`src/hdl/ddalr_pkg.sv`:
```
// Shared types and constants for the DDA line rasterizer.
`default_nettype none
package ddalr_pkg;

    localparam int SCREEN_WIDTH  = 64;
    localparam int SCREEN_HEIGHT = 32;

    localparam int X_W     = 6;
    localparam int Y_W     = 5;
    localparam int COLOR_W = 8;
    localparam int CNT_W   = X_W;

    localparam logic [X_W-1:0] X_MAX = X_W'(SCREEN_WIDTH - 1);
    localparam logic [Y_W-1:0] Y_MAX = Y_W'(SCREEN_HEIGHT - 1);

    localparam int QUEUE_DEPTH = 2;
    localparam int QPTR_W      = $clog2(QUEUE_DEPTH);

    typedef struct packed {
        logic [X_W-1:0]     start_x;
        logic [Y_W-1:0]     start_y;
        logic [X_W-1:0]     end_x;
        logic [Y_W-1:0]     end_y;
        logic [COLOR_W-1:0] line_color;
    } line_in_t;

    typedef struct packed {
        logic [X_W-1:0]     pixel_x;
        logic [Y_W-1:0]     pixel_y;
        logic [COLOR_W-1:0] pixel_color;
        logic               last_pixel;
    } pixel_out_t;

    typedef struct packed {
        logic [X_W-1:0]     origin_x;
        logic [Y_W-1:0]     origin_y;
        logic [CNT_W-1:0]   abs_x;
        logic [CNT_W-1:0]   abs_y;
        logic               neg_x;
        logic               neg_y;
        logic [CNT_W-1:0]   count;
        logic [COLOR_W-1:0] color;
    } seg_t;

    typedef struct packed {
        logic full;
        logic empty;
    } queue_status_t;

    typedef enum logic {
        DRAW_IDLE,
        DRAW_RUN
    } draw_state_t;

endpackage
`default_nettype wire

```
`src/hdl/ddalr_front.sv`:
```
// Front end: accepts segment commands, clamps endpoints and classifies spans.
`default_nettype none
module ddalr_front (
    input  wire logic                    start,
    input  wire ddalr_pkg::line_in_t     segment,
    input  wire ddalr_pkg::queue_status_t status,
    output logic                         busy,
    output logic                         push,
    output ddalr_pkg::seg_t              seg
);
    import ddalr_pkg::*;

    logic [X_W-1:0]   x1;
    logic [X_W-1:0]   x2;
    logic [Y_W-1:0]   y1;
    logic [Y_W-1:0]   y2;
    logic [X_W-1:0]   ax;
    logic [Y_W-1:0]   ay;
    logic             neg_x;
    logic             neg_y;

    always_comb
    begin
        x1 = (segment.start_x > X_MAX) ? X_MAX : segment.start_x;
        x2 = (segment.end_x   > X_MAX) ? X_MAX : segment.end_x;
        y1 = (segment.start_y > Y_MAX) ? Y_MAX : segment.start_y;
        y2 = (segment.end_y   > Y_MAX) ? Y_MAX : segment.end_y;

        neg_x = x2 < x1;
        neg_y = y2 < y1;
        ax    = neg_x ? (x1 - x2) : (x2 - x1);
        ay    = neg_y ? (y1 - y2) : (y2 - y1);

        seg.origin_x = x1;
        seg.origin_y = y1;
        seg.abs_x    = CNT_W'(ax);
        seg.abs_y    = CNT_W'(ay);
        seg.neg_x    = neg_x;
        seg.neg_y    = neg_y;
        seg.count    = (CNT_W'(ax) > CNT_W'(ay)) ? CNT_W'(ax) : CNT_W'(ay);
        seg.color    = segment.line_color;
    end

    assign busy = status.full;
    assign push = start & ~status.full;

endmodule
`default_nettype wire

```
`src/hdl/ddalr_queue.sv`:
```
// Two-entry queue of classified segments between front and back ends.
`default_nettype none
module ddalr_queue (
    input  wire logic                    clk,
    input  wire logic                    rst_n,
    input  wire logic                    push,
    input  wire ddalr_pkg::seg_t         wr_data,
    input  wire logic                    pop,
    output ddalr_pkg::seg_t              rd_data,
    output ddalr_pkg::queue_status_t     status
);
    import ddalr_pkg::*;

    seg_t              mem_reg [QUEUE_DEPTH];
    logic [QPTR_W-1:0] wr_ptr_reg;
    logic [QPTR_W-1:0] wr_ptr_next;
    logic [QPTR_W-1:0] rd_ptr_reg;
    logic [QPTR_W-1:0] rd_ptr_next;
    logic [QPTR_W:0]   fill_reg;
    logic [QPTR_W:0]   fill_next;
    logic              do_push;
    logic              do_pop;

    always_comb
    begin
        status.full  = fill_reg == (QPTR_W+1)'(QUEUE_DEPTH);
        status.empty = fill_reg == '0;
        do_push      = push & ~status.full;
        do_pop       = pop & ~status.empty;

        wr_ptr_next = wr_ptr_reg;
        if (do_push)
        begin
            wr_ptr_next = (wr_ptr_reg == QPTR_W'(QUEUE_DEPTH - 1)) ? '0 : wr_ptr_reg + 1'b1;
        end
        rd_ptr_next = rd_ptr_reg;
        if (do_pop)
        begin
            rd_ptr_next = (rd_ptr_reg == QPTR_W'(QUEUE_DEPTH - 1)) ? '0 : rd_ptr_reg + 1'b1;
        end
        fill_next = fill_reg + (QPTR_W+1)'(do_push) - (QPTR_W+1)'(do_pop);
    end

    assign rd_data = mem_reg[rd_ptr_reg];

    always_ff @(posedge clk or negedge rst_n)
    begin
        if (!rst_n)
        begin
            wr_ptr_reg <= '0;
            rd_ptr_reg <= '0;
            fill_reg   <= '0;
        end
        else
        begin
            wr_ptr_reg <= wr_ptr_next;
            rd_ptr_reg <= rd_ptr_next;
            fill_reg   <= fill_next;
        end
    end

    always_ff @(posedge clk)
    begin
        if (do_push)
        begin
            mem_reg[wr_ptr_reg] <= wr_data;
        end
    end

endmodule
`default_nettype wire

```
`src/hdl/ddalr_back.sv`:
```
// Back end: steps one segment with exact error accumulators, one pixel a cycle while in the run state.
`default_nettype none
module ddalr_back (
    input  wire logic                    clk,
    input  wire logic                    rst_n,
    input  wire ddalr_pkg::seg_t         seg_in,
    input  wire ddalr_pkg::queue_status_t status,
    output logic                         pop,
    output logic                         strobe,
    output ddalr_pkg::pixel_out_t        pixel
);
    import ddalr_pkg::*;

    draw_state_t      state_reg;
    draw_state_t      state_next;
    seg_t             seg_reg;
    logic [CNT_W-1:0] step_reg;
    logic [X_W-1:0]   qx_reg;
    logic [X_W-1:0]   qx_next;
    logic [CNT_W-1:0] rx_reg;
    logic [CNT_W-1:0] rx_next;
    logic [Y_W-1:0]   qy_reg;
    logic [Y_W-1:0]   qy_next;
    logic [CNT_W-1:0] ry_reg;
    logic [CNT_W-1:0] ry_next;
    logic             strobe_reg;
    logic             strobe_next;
    pixel_out_t       pixel_reg;
    pixel_out_t       pixel_next;

    logic             emit;
    logic             last;
    logic [CNT_W:0]   cnt_ext;
    logic [CNT_W:0]   rx_sum;
    logic [CNT_W:0]   ry_sum;
    logic             x_wrap;
    logic             y_wrap;

    // next state
    always_comb
    begin
        state_next = state_reg;
        unique case (state_reg)
            DRAW_IDLE:
            begin
                if (!status.empty)
                begin
                    state_next = DRAW_RUN;
                end
            end
            DRAW_RUN:
            begin
                if (last)
                begin
                    state_next = DRAW_IDLE;
                end
            end
            default: state_next = DRAW_IDLE;
        endcase
    end

    // outputs
    always_comb
    begin
        pop  = 1'b0;
        emit = 1'b0;
        unique case (state_reg)
            DRAW_IDLE: pop  = ~status.empty;
            DRAW_RUN:  emit = 1'b1;
            default:
            begin
                pop  = 1'b0;
                emit = 1'b0;
            end
        endcase
    end

    // offset(i) = delta*i/count: q is the quotient, r the remainder
    always_comb
    begin
        last    = step_reg == seg_reg.count;
        cnt_ext = {1'b0, seg_reg.count};
        rx_sum  = {1'b0, rx_reg} + {1'b0, seg_reg.abs_x};
        ry_sum  = {1'b0, ry_reg} + {1'b0, seg_reg.abs_y};
        x_wrap  = rx_sum >= cnt_ext;
        y_wrap  = ry_sum >= cnt_ext;
        rx_next = x_wrap ? CNT_W'(rx_sum - cnt_ext) : CNT_W'(rx_sum);
        ry_next = y_wrap ? CNT_W'(ry_sum - cnt_ext) : CNT_W'(ry_sum);
        qx_next = qx_reg + X_W'(x_wrap);
        qy_next = qy_reg + Y_W'(y_wrap);

        // negative delta rounds toward minus infinity
        pixel_next.pixel_x = seg_reg.neg_x
                           ? seg_reg.origin_x - qx_reg - X_W'(rx_reg != '0)
                           : seg_reg.origin_x + qx_reg;
        pixel_next.pixel_y = seg_reg.neg_y
                           ? seg_reg.origin_y - qy_reg - Y_W'(ry_reg != '0)
                           : seg_reg.origin_y + qy_reg;
        pixel_next.pixel_color = seg_reg.color;
        pixel_next.last_pixel  = last;
        strobe_next            = emit;
    end

    always_ff @(posedge clk or negedge rst_n)
    begin
        if (!rst_n)
        begin
            state_reg  <= DRAW_IDLE;
            strobe_reg <= 1'b0;
            step_reg   <= '0;
        end
        else
        begin
            state_reg  <= state_next;
            strobe_reg <= strobe_next;
            if (pop)
            begin
                step_reg <= '0;
            end
            else if (emit)
            begin
                step_reg <= step_reg + 1'b1;
            end
        end
    end

    always_ff @(posedge clk)
    begin
        if (pop)
        begin
            seg_reg <= seg_in;
            qx_reg  <= '0;
            rx_reg  <= '0;
            qy_reg  <= '0;
            ry_reg  <= '0;
        end
        else if (emit)
        begin
            qx_reg <= qx_next;
            rx_reg <= rx_next;
            qy_reg <= qy_next;
            ry_reg <= ry_next;
        end
        if (emit)
        begin
            pixel_reg <= pixel_next;
        end
    end

    assign strobe = strobe_reg;
    assign pixel  = pixel_reg;

endmodule
`default_nettype wire

```
`src/hdl/dda_line_rasterizer_top.sv`:
```
// Top level of the DDA line rasterizer.
// A segment is taken at a clock edge with start high and busy low. It yields
// count+1 pixel words, count being the larger of the column and row spans, one
// word per cycle on pixel, marked by strobe; the first word is registered once
// the stepper has popped the segment, and the final one carries last_pixel.
// There is no back-pressure: each word is valid for exactly one cycle and
// must be taken then. A two-entry queue holds segments while the stepper
// draws, so busy is high only while the queue is full. The stepper pops a
// segment in its idle state and then emits its words in the run state, so it
// takes no new segment until the last word of the previous one is out.
`default_nettype none
module dda_line_rasterizer_top (
    input  wire logic                clk,
    input  wire logic                rst_n,
    input  wire logic                start,
    output logic                     busy,
    input  wire ddalr_pkg::line_in_t segment,
    output logic                     strobe,
    output ddalr_pkg::pixel_out_t    pixel
);
    import ddalr_pkg::*;

    queue_status_t q_status;
    seg_t          front_seg;
    seg_t          back_seg;
    logic          push;
    logic          pop;

    ddalr_front u_front (
        .start   (start),
        .segment (segment),
        .status  (q_status),
        .busy    (busy),
        .push    (push),
        .seg     (front_seg)
    );

    ddalr_queue u_queue (
        .clk     (clk),
        .rst_n   (rst_n),
        .push    (push),
        .wr_data (front_seg),
        .pop     (pop),
        .rd_data (back_seg),
        .status  (q_status)
    );

    ddalr_back u_back (
        .clk     (clk),
        .rst_n   (rst_n),
        .seg_in  (back_seg),
        .status  (q_status),
        .pop     (pop),
        .strobe  (strobe),
        .pixel   (pixel)
    );

endmodule
`default_nettype wire

```
`config.mk`:
```
export PLATFORM = sky130hd
export DESIGN_NAME = dda_line_rasterizer_top
export DESIGN_NICKNAME = d
export VERILOG_FILES = /design/src/hdl/ddalr_pkg.sv /design/src/hdl/ddalr_front.sv /design/src/hdl/ddalr_queue.sv /design/src/hdl/ddalr_back.sv /design/src/hdl/dda_line_rasterizer_top.sv
export SDC_FILE = /design/constraint.sdc
export NUM_CORES = 1
export LEC_CHECK = 0
export BUFFER_PORTS_ARGS = -buffer_cell sky130_fd_sc_hd__buf_2
export CORE_MARGIN = 8
export CORE_UTILIZATION = 64
export CTS_CLUSTER_SIZE = 40
export DETAILED_ROUTE_END_ITERATION = 12
export GPL_TIMING_DRIVEN = 0
export PLACE_DENSITY = 0.83
export SLEW_MARGIN = 20
export SYNTH_ARGS = -nofsm -noshare
export SYNTH_HDL_FRONTEND = slang
export SYNTH_SLANG_ARGS = --single-unit
```
`constraint.sdc`:
```
create_clock -name clk -period 7.8 [get_ports clk]
set_input_delay 0.78 -clock clk [delete_from_list [all_inputs] [get_ports clk]]
set_output_delay 0.78 -clock clk [all_outputs]
set_load 0.02 [all_outputs]
```
Word level (Yosys, flattened, before mapping)
Memory sizes are Yosys's and may differ from the RTL's. A register that Yosys moved wholly into a read port is not among the register bits.
Index checks and enable logic that the tools add are counted.
{"block": "totals", "memories": 1, "output_inout_bits": 22, "word_cells": 80, "regBits": 61, "mem_bits_rw": 76, "in_bits": 33}
{"name": "u_queue.mem_reg", "depth": 2, "word_bits": 38, "rd": 1, "rd_clocked_by_memory_dff": 1, "write_ports": 1, "line": "ddalr_queue.sv:14", "source": "seg_t mem_reg [QUEUE_DEPTH];"}
{"block": "op_classes", "order_cmp": 9, "add_sub_neg": 21, "reduce_logical": 4, "bitwise": 6, "n_eq_ne": 2, "mux": 22}
{"operator": "$mux W6", "n": 9}
{"operator": "$sub A6 B6 Y6", "n": 5}
{"operator": "$mux W5", "n": 4}
{"operator": "$sub A5 B5 Y5", "n": 3}
{"operator": "$add A6 B6 Y7", "n": 2}
{"operator": "$ge A7 B6 Y1", "n": 2}
{"operator": "$gt A6 B6 Y1 const B", "n": 2}
{"operator": "$reduce_bool A6 Y1", "n": 2}
{"operator": "$gt A5 B5 Y1 const B", "n": 2}
{"operator": "$mux W1", "n": 8}
{"operator": "$add A6 B1 Y6", "n": 1}
{"operator": "$add A6 B1 Y6 const B", "n": 1}
{"operator": "$add A6 B6 Y6", "n": 1}
{"operator": "$eq A6 B6 Y1", "n": 1}
{"operator": "$gt A6 B5 Y1", "n": 1}
{"operator": "$lt A6 B6 Y1", "n": 1}
{"operator": "$sub A6 B1 Y6", "n": 1}
{"operator": "$add A5 B1 Y5", "n": 1}
{"operator": "$add A5 B5 Y5", "n": 1}
{"operator": "$lt A5 B5 Y1", "n": 1}
{"operator": "$sub A5 B1 Y5", "n": 1}
{"operator": "$and A1 B1 Y1", "n": 3}
{"operator": "$not A1 Y1", "n": 3}
{"operator": "$add A1 B1 Y1 const B", "n": 2}
{"operator": "other kinds (6)", "n": 6}

Longest topological paths before layout
{"block": "logic_depth", "ltp_word": 6, "ltp_mapped": 17, "mapped_depth_nobuf": 17}

Modules after synthesis
From an unflattened synthesis, not the netlist that was laid out.
{"block": "unflattened", "cells_unflattened": 795, "area_unflattened_um2": 9447.8}
{"mod": "ddalr_back", "area_each_um2": 5117.4, "n_inst": 1, "cells_each": 471, "seq_area_each_um2": 2432.3}
{"mod": "ddalr_queue", "area_each_um2": 3026.7, "n_inst": 1, "cells_each": 139, "seq_area_each_um2": 2442.3}
{"mod": "ddalr_front", "area_each_um2": 1303.8, "n_inst": 1, "cells_each": 185, "seq_area_each_um2": 0.0}

Least setup slack after synthesis
No wires, ideal clock.
{"block": "synth_path", "path_type": "input -> register", "startpoint": "input port segment[24] in the netlist's numbering", "endpoint": "memory u_queue.mem_reg[0][9] in the netlist's numbering (data pin)", "setup_time_ns": 0.262, "arrival_ns": 3.995, "cell_stages": 16, "n_path_buf": 0, "required_time_ns": 7.538, "path_slack_ns": 3.543, "path_cell_list": "nor2b_1 > inv_1 > fa_1 > a21o_1 > a22oi_2 > a211oi_2 > a211oi_4 > mux2_2 > xor2_1 > inv_1 > ha_1 > mux2i_1 > a21oi_1 > nor2_1 > mux2i_4 > mux2_4"}
{"element": "start: declaration", "line": "dda_line_rasterizer_top.sv:17", "source": "input wire ddalr_pkg::line_in_t segment,"}
{"element": "end: declaration", "line": "ddalr_queue.sv:14"}

==> flow_summary_export.csv <==
group,metric,value,unit
status,status,"finished, final reports clean",
critical_path,cpMaxStageDelayCell,"a211oi_4",
sta,fin_setup_tns,0,ps
sta,holdWs,234,ps
cts,hold_buffers,0,
cts,cts_tree,"built",
cells_and_area,fin_area,9820,um^2
cts,cts_setup_buffers,0,
global_routing,grt_usage,0.195,
detailed_routing,vias,5303,
sta,fmax,0.220,GHz
synthesis,synth-seq-cells,169,
critical_path,crit_chain,"buf_2, nor2b_1, inv_1, fa_1, a21o_1, a22oi_2, a211oi_2, a211oi_4, mux2i_1, xor2_1, inv_1, ha_1, o21a_1, o21ai_0, a21oi_1, nor2_1, mux2i_4, mux2i_1",
cells_and_area,drive_above_1_share,0.179,
synthesis,netlist_area,8690,um^2
floorplanning,start_util,0.656,
cts,htreeDepth,4,
critical_path,regToRegSetupSlack,3680,ps
sta,grt_setup_unrepaired,"no",
job,drv_cap,0,
synthesis,ys_warn_count,0,
pwr,worst_ir_drop_vdd,182,uV
sta,fin_crit,4540,ps
critical_path,criticalPathCategory,"in2reg",
sta,hold_viol_final,0,
critical_path,regToRegStartpoint,"u_back.seg_reg[22]",
critical_path,cp_max_fo,8,
synthesis,synthCells,686,
synthesis,synthFlopType,"edfxtp_1",
critical_path,r2r_cells,15,
cells_and_area,nets,878,
detailed_routing,drc,0,
synthesis,synth_area_leaders,"edfxtp_1, ha_1, dfxtp_1",
sta,clock_skew,15.5,ps
critical_path,cp-start-kind,"primary input",
critical_path,max_stage_delay,470,ps
detailed_routing,detail-route-antenna-nets,0,
cts,clk_path_buf_depth,2,
placement,dpl-instance-area,9250,um^2
floorplanning,rows,42,
cts,cts_buffers,17,
floorplanning,chipHeight,133,um
cts,cts.clk_slew.worst_paths,70,ps
synthesis,yosysTopAreaCellShare,0.463,
cts,clock_latency,430,ps
detailed_routing,drt_iter0_drc,286,
sta,finalSetupViolations,0,
sta,fin_crit_sh,0.583,
detailed_routing,firstDrtPassIters,5,
synthesis,yosysTopAreaCell,"edfxtp_1",
cts,cts_resized,0,
global_routing,gr-total-overflow,0,
pwr,cellLeakagePower,4.04,nW
placement,dp_hpwl,11900,um
synthesis,synth_edf_count,134,
critical_path,cp.required,8020,ps
placement,port_buffers,52,
global_routing,grt_pass1_vias,5548,
floorplanning,die-area,17600,um^2
floorplanning,io_pins,55,
placement,gp_congestion,0.858,
global_routing,grt_pass1_wl,27200,um
floorplanning,core_area,13200,um^2
pwr,p_per_area,405,nW/um^2
critical_path,cp.arrival,4760,ps
critical_path,timing.rr.end,"u_back.qx_reg[4]",
cts,root_buffer,"clkbuf_16",
cts,cts.sinks,169,
sta,worst_pin_slew,1010,ps
detailed_routing,wl_per_cell,17.4,um
floorplanning,die_w,133,um
worst_hold_path,min_path_type,"in2async",
detailed_routing,finalWirelength,16500,um
synthesis,avgSynthCellArea,12.7,um^2
synthesis,synth_fp_nets,804,
global_routing,antenna_found_initial,0,
cells_and_area,diodes,0,
global_routing,grt_max_degree,39,
synthesis,async_reset_ff_frac,0.0710,
synthesis,synth_seq_area_share,0.550,
synthesis,ys_types,49,
sta,slew_headroom,0.326,
detailed_routing,viasPerCell,5.59,
cells_and_area,largest_reg_flops,76,
cells_and_area,area_growth,12.9,%
sta,drv_slew,0,
critical_path,endpoint_kind,"flip-flop",
-- Yosys cell counts (8+ instances only) --
| library cell | n |
|---|---|
| xnor2_1 | 34 |
| dfxtp_1 | 23 |
| edfxtp_1 | 134 |
| o21ai_0 | 28 |
| nand4_1 | 10 |
| nor2_1 | 30 |
| fa_1 | 14 |
| o21bai_1 | 8 |
| clkbuf_1 | 29 |
| xor2_1 | 20 |
| inv_1 | 76 |
| ha_1 | 71 |
| mux2_2 | 39 |
| a21o_1 | 8 |
| mux2i_1 | 22 |
| a21oi_1 | 32 |
| nand2_1 | 34 |
| dfrtp_1 | 12 |
-- where the power goes --
part	internal (mW)	leakage [nW]	switching [mW]	total [mW]
Combinational	0.771	2.18	0.925	1.70
Sequential	1.31	1.59	0.158	1.47
Clock	0.447	0.269	0.362	0.810
-- critical path: cells and delay by family --
family,cells,cell delay [ps]
compound gates,7,1330
xor+xnor,1,310
fa+ha+maj,2,720
buf+inv,3,320
mux,3,990
simple gates,2,310
-- through the flow --
step                      power, mW  setup WS, ps  instances   util
after floorplan                2.74          3540        686      -
after global placement         3.04          2990        914  0.693
after detailed placement       3.16          2920        917  0.698
after CTS                      4.00          3340        949  0.741
after global routing           4.24          3060        949  0.741
final                          3.98          3260        949  0.741
-- cell families after synthesis --
kind of cell / share of synthesized area
DFF: 0.550
buffers and inverters: 0.0466
muxes: 0.0818
AOI/OAI and AO/OA: 0.0790
and+or+nand+nor: 0.0510
xor gates and xnor gates: 0.0544
adders and majority gates: 0.137
-- per-layer routing --
metal,part of all wire,global-route usage,vias to the layer above
met2,0.51,0.332,110
li1,-,-,2556
met3,0.031,0.0439,26
met4,0.021,0.0839,0
met1,0.44,0.232,2611
met5,0,0,-
-- layout by cell type (no fill, tap or decap), types with 14 or more instances in the layout --
| cell | count |
|---|---|
| nand2_1 | 34 |
| a21oi_1 | 32 |
| o21ai_0 | 28 |
| ha_1 | 71 |
| mux2i_1 | 22 |
| clkbuf_16 | 17 |
| nor2_1 | 29 |
| mux2_2 | 39 |
| inv_1 | 76 |
| xnor2_1 | 34 |
| edfxtp_1 | 134 |
| xor2_1 | 20 |
| buf_2 | 52 |
| dfxtp_1 | 23 |
| clkbuf_1 | 30 |
| fa_1 | 14 |
-- worst max-delay path by stage --
| stage | startpoint | end | slack, ps | cells past startpoint |
|---|---|---|---|---|
| 3_5_place_dp | segment[24] | u_queue.mem_reg[1][9] | 2920 | 17 |
| 2_1_floorplan | segment[24] | u_queue.mem_reg[0][9] | 3540 | 16 |
| 6_report | segment[24] | u_queue.mem_reg[0][10] | 3260 | 18 |
| 3_3_place_gp | segment[24] | u_queue.mem_reg[0][9] | 2990 | 17 |
| 4_1_cts | segment[24] | u_queue.mem_reg[0][10] | 3340 | 17 |
| 5_1_grt | segment[24] | u_queue.mem_reg[1][9] | 3060 | 18 |
-- cell type report --
cell class                      count  area, um^2
Tap cell                          176         220
Sequential cell                   169        4780
Inverter                           78         294
Buffer                             30         113
Clock inverter                     14         139
Fill cell                         875        3430
Timing Repair Buffer               55         320
Clock buffer                       18         429
Multi-Input combinational cell    409        3520
No activity file was read; power rests on OpenSTA's default activity.
